<file path="src/hw/rtl/lzwe_pkg.sv">
// ----------------------------------------------------------------------------
// lzwe_pkg
// Constants, types and the hash function of the LZW encoder.
// ----------------------------------------------------------------------------
package lzwe_pkg;

	localparam int CODE_BITS    = 12;
	localparam int DICT_ENTRIES = 4096;
	localparam int BYTE_BITS    = 8;
	localparam int FIRST_FREE   = 256;
	// hash table holds twice as many slots as codes: load stays below one half
	localparam int SLOT_BITS    = CODE_BITS + 1;
	localparam int DICT_W       = CODE_BITS + BYTE_BITS + SLOT_BITS;
	localparam int OUT_W        = ((CODE_BITS + 7) / 8) * 8;

	typedef logic [CODE_BITS-1:0] code_t;
	typedef logic [SLOT_BITS-1:0] slot_t;
	typedef logic [BYTE_BITS-1:0] byte_t;

	typedef enum logic [1:0] {
		ST_IDLE,
		ST_SLOT,
		ST_DICT,
		ST_PUSH
	} lzwe_state_t;

	typedef struct packed {
		logic [1:0] n;
		code_t      code_a;
		logic       last_a;
		code_t      code_b;
		logic       last_b;
	} lzwe_push_t;

	function automatic slot_t slot_hash(code_t prefix, byte_t b);
		slot_t p;
		slot_t s;
		p = slot_t'(prefix);
		s = slot_t'({b, {(SLOT_BITS - BYTE_BITS){1'b0}}});
		return p ^ s;
	endfunction

endpackage

</file>
<file path="src/hw/rtl/lzwe_out_q.sv">
// ----------------------------------------------------------------------------
// lzwe_out_q
// Two-entry output queue; takes up to two codes per cycle.
// ----------------------------------------------------------------------------
module lzwe_out_q (
	input  logic                   clk,
	input  logic                   arst_n,
	input  lzwe_pkg::lzwe_push_t   push,
	output logic [1:0]             free,
	output logic                   m_tvalid,
	input  logic                   m_tready,
	output logic [lzwe_pkg::OUT_W-1:0] m_tdata,
	output logic                   m_tlast
);

	lzwe_pkg::code_t code_q [2];
	logic            last_q [2];
	logic [1:0]      cnt_q;

	lzwe_pkg::code_t code_d [2];
	logic            last_d [2];
	logic [1:0]      cnt_d;
	logic            pop;

	assign pop      = m_tvalid && m_tready;
	assign free     = 2'd2 - cnt_q;
	assign m_tvalid = (cnt_q != 2'd0);
	assign m_tdata  = lzwe_pkg::OUT_W'(code_q[0]);
	assign m_tlast  = last_q[0];

	always_comb begin
		code_d = code_q;
		last_d = last_q;
		cnt_d  = cnt_q;
		if (pop) begin
			code_d[0] = code_q[1];
			last_d[0] = last_q[1];
			cnt_d     = cnt_d - 2'd1;
		end
		if (push.n != 2'd0) begin
			code_d[cnt_d[0]] = push.code_a;
			last_d[cnt_d[0]] = push.last_a;
			cnt_d            = cnt_d + 2'd1;
		end
		if (push.n == 2'd2) begin
			code_d[cnt_d[0]] = push.code_b;
			last_d[cnt_d[0]] = push.last_b;
			cnt_d            = cnt_d + 2'd1;
		end
	end

	always_ff @(posedge clk or negedge arst_n) begin
		if (!arst_n) begin
			cnt_q <= 2'd0;
		end else begin
			cnt_q <= cnt_d;
		end
	end

	always_ff @(posedge clk) begin
		code_q <= code_d;
		last_q <= last_d;
	end

endmodule

</file>
<file path="config.mk">
export PLATFORM = sky130hd
export DESIGN_NAME = lzwe_out_q
export DESIGN_NICKNAME = d
export VERILOG_FILES = /design/src/hw/rtl/lzwe_pkg.sv /design/src/hw/rtl/lzwe_out_q.sv
export SDC_FILE = /design/constraint.sdc
export NUM_CORES = 1
export LEC_CHECK = 0
export BUFFER_PORTS_ARGS = -buffer_cell sky130_fd_sc_hd__clkbuf_2
export CAP_MARGIN = 15
export CORE_UTILIZATION = 30
export CTS_BUF_LIST = sky130_fd_sc_hd__clkbuf_8
export CTS_CLUSTER_DIAMETER = 50
export CTS_CLUSTER_SIZE = 8
export DETAILED_ROUTE_END_ITERATION = 8
export HOLD_SLACK_MARGIN = 0.02
export PLACE_DENSITY_LB_ADDON = 0.05
export SLEW_MARGIN = 20
export SYNTH_ARGS = -nofsm -noshare
export SYNTH_HDL_FRONTEND = slang
export SYNTH_SLANG_ARGS = --single-unit
</file>
<file path="constraint.sdc">
create_clock -name clk -period 2.3 [get_ports clk]
set_input_delay 0.115 -clock clk [delete_from_list [all_inputs] [get_ports clk]]
set_output_delay 0.115 -clock clk [all_outputs]
set_load 0.01 [all_outputs]
</file>
==> flow_summary.ini <==
[status]
status = completed

[flow_run]
drv_cap = 0

[sta]
slew_viol_final = 0
finalHoldViolCount = 0
fin_crit_sh_pct = 85.73
skew_ns = 0.002018
tightest_slew_ns = 0.6040
fmax_mhz = 507.2
rsz0062_at_grt = no
maxSlewHeadroom_pct = 59.73
tns_ns = 0
setup_viol = 0
min_period_ns = 1.972

[yosys]
seq_area_frac_synth_pct = 32.00
avgSynthCellArea_sq_um = 8.783
yosys_warnings = 0
syn_inst = 203
synth_cell_types = 33
synthesis.area_sq_um = 1783
ys_ff_latch = 28

[detailed_routing]
first_iter_violations = 111
drt-total-wl_mm = 4.553
num_vias = 1575
ant_nets = 0
drtPass1Iterations = 5
wire_per_inst_um = 15.13
drc = 0
via_per_inst = 5.233

[clock_network]
cts_max_path_buffers = 2
clk_latency_ns = 0.28
clock-root-buffer = clkbuf_8
clk_pin_slew_worst_paths_ns = 0.10
cts_tree = done
h-tree-depth = 1
cts_buffers = 3
cts_num_sinks = 28

[setup_path]
r2r_end = code_q[6]$_DFF_P_
critPathRequiredTime_ns = 2.52
reg2reg_from = cnt_q[0]$_DFF_PN0_
crit_buf_inv = 3
path_class = reg -> reg
critPathSlowestCell = dfrtp_1
worstSetupStartpoint = cnt_q[0]$_DFF_PN0_
max_stage_delay_ns = 0.40
crit_fanout = 52
arrival_ns = 2.19
crit_chain = inv_2, ha_1, nand2b_1, buf_4, xnor2_4, buf_12, nand3_1, a31oi_1
endpoint_kind = flip-flop
worstRegToRegCells = 8
reg2reg_slack_ns = 0.33
worstSetupStartpointType = flip-flop
crit_family = buffers and inverters

[cells_and_area]
final_area_sq_um = 1971
diodes = 0
syn_to_final_growth_pct = 10.53
drive_above_1_share_pct = 38.43
nNetsFinal = 262
nFillCells = 611

[pwr]
swShare_pct = 42.98
seqPwrFrac_pct = 29.7
p_comb_share_pct = 60.6
switchingPower_mw = 1.288
power.density_nw_per_um2 = 1521
ir_drop_mv = 0.6705
p_int_mw = 1.709
power_frac_clock_pct = 9.7
p_leak_nw = 0.8005

[die]
die_y_um = 79.09
initial_utilization_pct = 31.79
num_rows = 27
fp.dieW_um = 79.09
die_area_sq_um = 6255
coreArea_sq_um = 5608
ios = 51

[global_routing]
grt_use_total_pct = 15.11
antenna_found_initial = 0
grt_pass1_wl_mm = 7.355
grt_max_degree = 53
grt_pass1_vias = 1494
overflow = 0

[worst_hold_path]
min_path_type = in -> reg
hp-start = push[7]
hold_end = m_tdata[6]$_DFF_P_
whs_path_depth = 3

[placement]
port_buffers = 46
place.gp.congestion = 0.7350
dpl_cell_area_sq_um = 1916
hpwl_mm = 2.974
## what timing repair did
action,CTS,global route
hold endpoints to repair,2,0
hold buffers,1,0
buffers inserted,0,0
resized for setup,0,0
## through the flow
step                      total power [mW]  instances  hold slack [ns]  utilization [%]  setup slack, ns
after floorplan                      2.552        206          -0.1806                -           0.5009
final                                2.997        301          0.06499            35.14           0.3282
after CTS                            3.026        301          0.06206            35.14           0.2913
after global placement               2.701        296         -0.09651            34.16           0.3073
after global routing                 3.254        301          0.07994            35.14           0.1311
after detailed placement             2.734        296         -0.09315            34.16           0.3163
## layout make-up
type / instances / area [sq um] / area share (%)
inverters: 4 / 15.01 / 0.7619
well taps: 72 / 90.09 / 4.571
multi-input cells: 138 / 937.1 / 47.56
clock buffers: 3 / 41.29 / 2.095
flip-flops and latches: 28 / 570.5 / 28.95
clock inverters: 1 / 3.754 / 0.1905
repair buffers: 55 / 312.8 / 15.87
## worst reg2reg max path: stages (launching register included)
cell	delay, ns
dfrtp_1	0.40
inv_2	0.10
ha_1	0.20
nand2b_1	0.18
buf_4	0.30
xnor2_4	0.16
buf_12	0.24
nand3_1	0.13
a31oi_1	0.18
## routing by layer
metal  part of all wire [%]  track usage [%]  vias up
li1                       -                -      768
met1                     47            20.27      751
met2                     49            25.52       52
met3                    4.0            1.839        4
met4                   0.68            3.818        0
met5                      0                0        -
## cells by family (layout without fill, tap and decap cells)
| group | after synthesis | in the layout | synth area share [%] |
|---|---|---|---|
| AND/OR/NAND/NOR | 60 | 60 | 17.19 |
| AO/OA/AOI/OAI | 54 | 54 | 20.98 |
| buffers and inverters | 40 | 63 | 16.21 |
| flip-flops | 28 | 28 | 32.00 |
| multiplexers | 14 | 14 | 8.772 |
| XOR/XNOR | 5 | 5 | 3.931 |
| adder cells (fa/ha/maj) | 1 | 1 | 0.7016 |
| other | 1 | 4 | 0.2103 |
## placed cells by master (no fill, tap or decap), types with 2 or more instances in the layout
| cell | synthesis | layout |
|---|---|---|
| clkbuf_2 | 0 | 46 |
| nor3_1 | 26 | 26 |
| nand3_1 | 26 | 26 |
| dfxtp_1 | 26 | 26 |
| mux2_2 | 13 | 13 |
| a31oi_1 | 13 | 13 |
| o21ai_1 | 12 | 12 |
| a21oi_1 | 8 | 8 |
| o31ai_1 | 7 | 7 |
| buf_4 | 21 | 7 |
| a21oi_2 | 6 | 6 |
| o31ai_2 | 6 | 6 |
| inv_1 | 3 | 4 |
| conb_1 | 1 | 4 |
| clkbuf_8 | 0 | 3 |
| nand2b_1 | 2 | 2 |
| xnor2_1 | 2 | 2 |
| dfrtp_1 | 2 | 2 |
## Yosys cell counts
library cell  instances  area [sq um]
ha_1                  1         12.51
nor3b_1               1         7.510
a21o_1                1         7.510
nor2b_1               1         6.260
a31oi_1              13         81.33
o21ai_1              12         60.06
nand3_1              26         130.1
buf_4                21         157.7
a21oi_2               6         52.55
mux2_2               13         146.4
or2_2                 1         6.260
xnor2_4               1         27.53
o21ai_0               1         5.000
nor3_1               26         130.1
o31ai_1               7         52.55
nor2_1                2         7.510
buf_6                 5         56.30
mux2i_1               1         10.01
buf_12                1         20.02
inv_2                 1         3.750
a21oi_1               8         40.04
buf_2                 5         25.02
conb_1                1         3.750
dfrtp_1               2         50.05
o31ai_2               6         75.07
clkbuf_1              4         15.01
xnor2_1               2         17.52
inv_1                 3         11.26
dfxtp_1              26         520.5
nand2_2               1         6.260
nand2b_1              2         12.51
xnor2_2               1         16.27
xor2_1                1         8.760
## flip-flops by register name, summed over array words and instances, names as in the netlist
signal   cells
last_q       1
code_q      12
m_tdata     12
cnt_q        2
m_tlast      1
## power groups by stage
stage               combinational [mW]  clock [mW]  sequential [mW]
global route                      2.02       0.314            0.920
CTS                               1.84       0.296            0.893
global placement                  1.80           0            0.898
finish                            1.82       0.289            0.891
floorplan                         1.67           0            0.879
detailed placement                1.83           0            0.903
## worst max path at each step
stage                                endpoint  slack [ns]  cells past startpoint
after floorplan            m_tdata[0]$_DFF_P_        0.50                      9
after CTS                     m_tlast$_DFF_P_        0.29                      7
after global placement    m_tdata[11]$_DFF_P_        0.31                      7
after global routing        code_q[6]$_DFF_P_        0.13                      8
after detailed placement      m_tlast$_DFF_P_        0.32                      7
final                       code_q[6]$_DFF_P_        0.33                      8
Note: power is estimated with default switching activity, not from simulation.
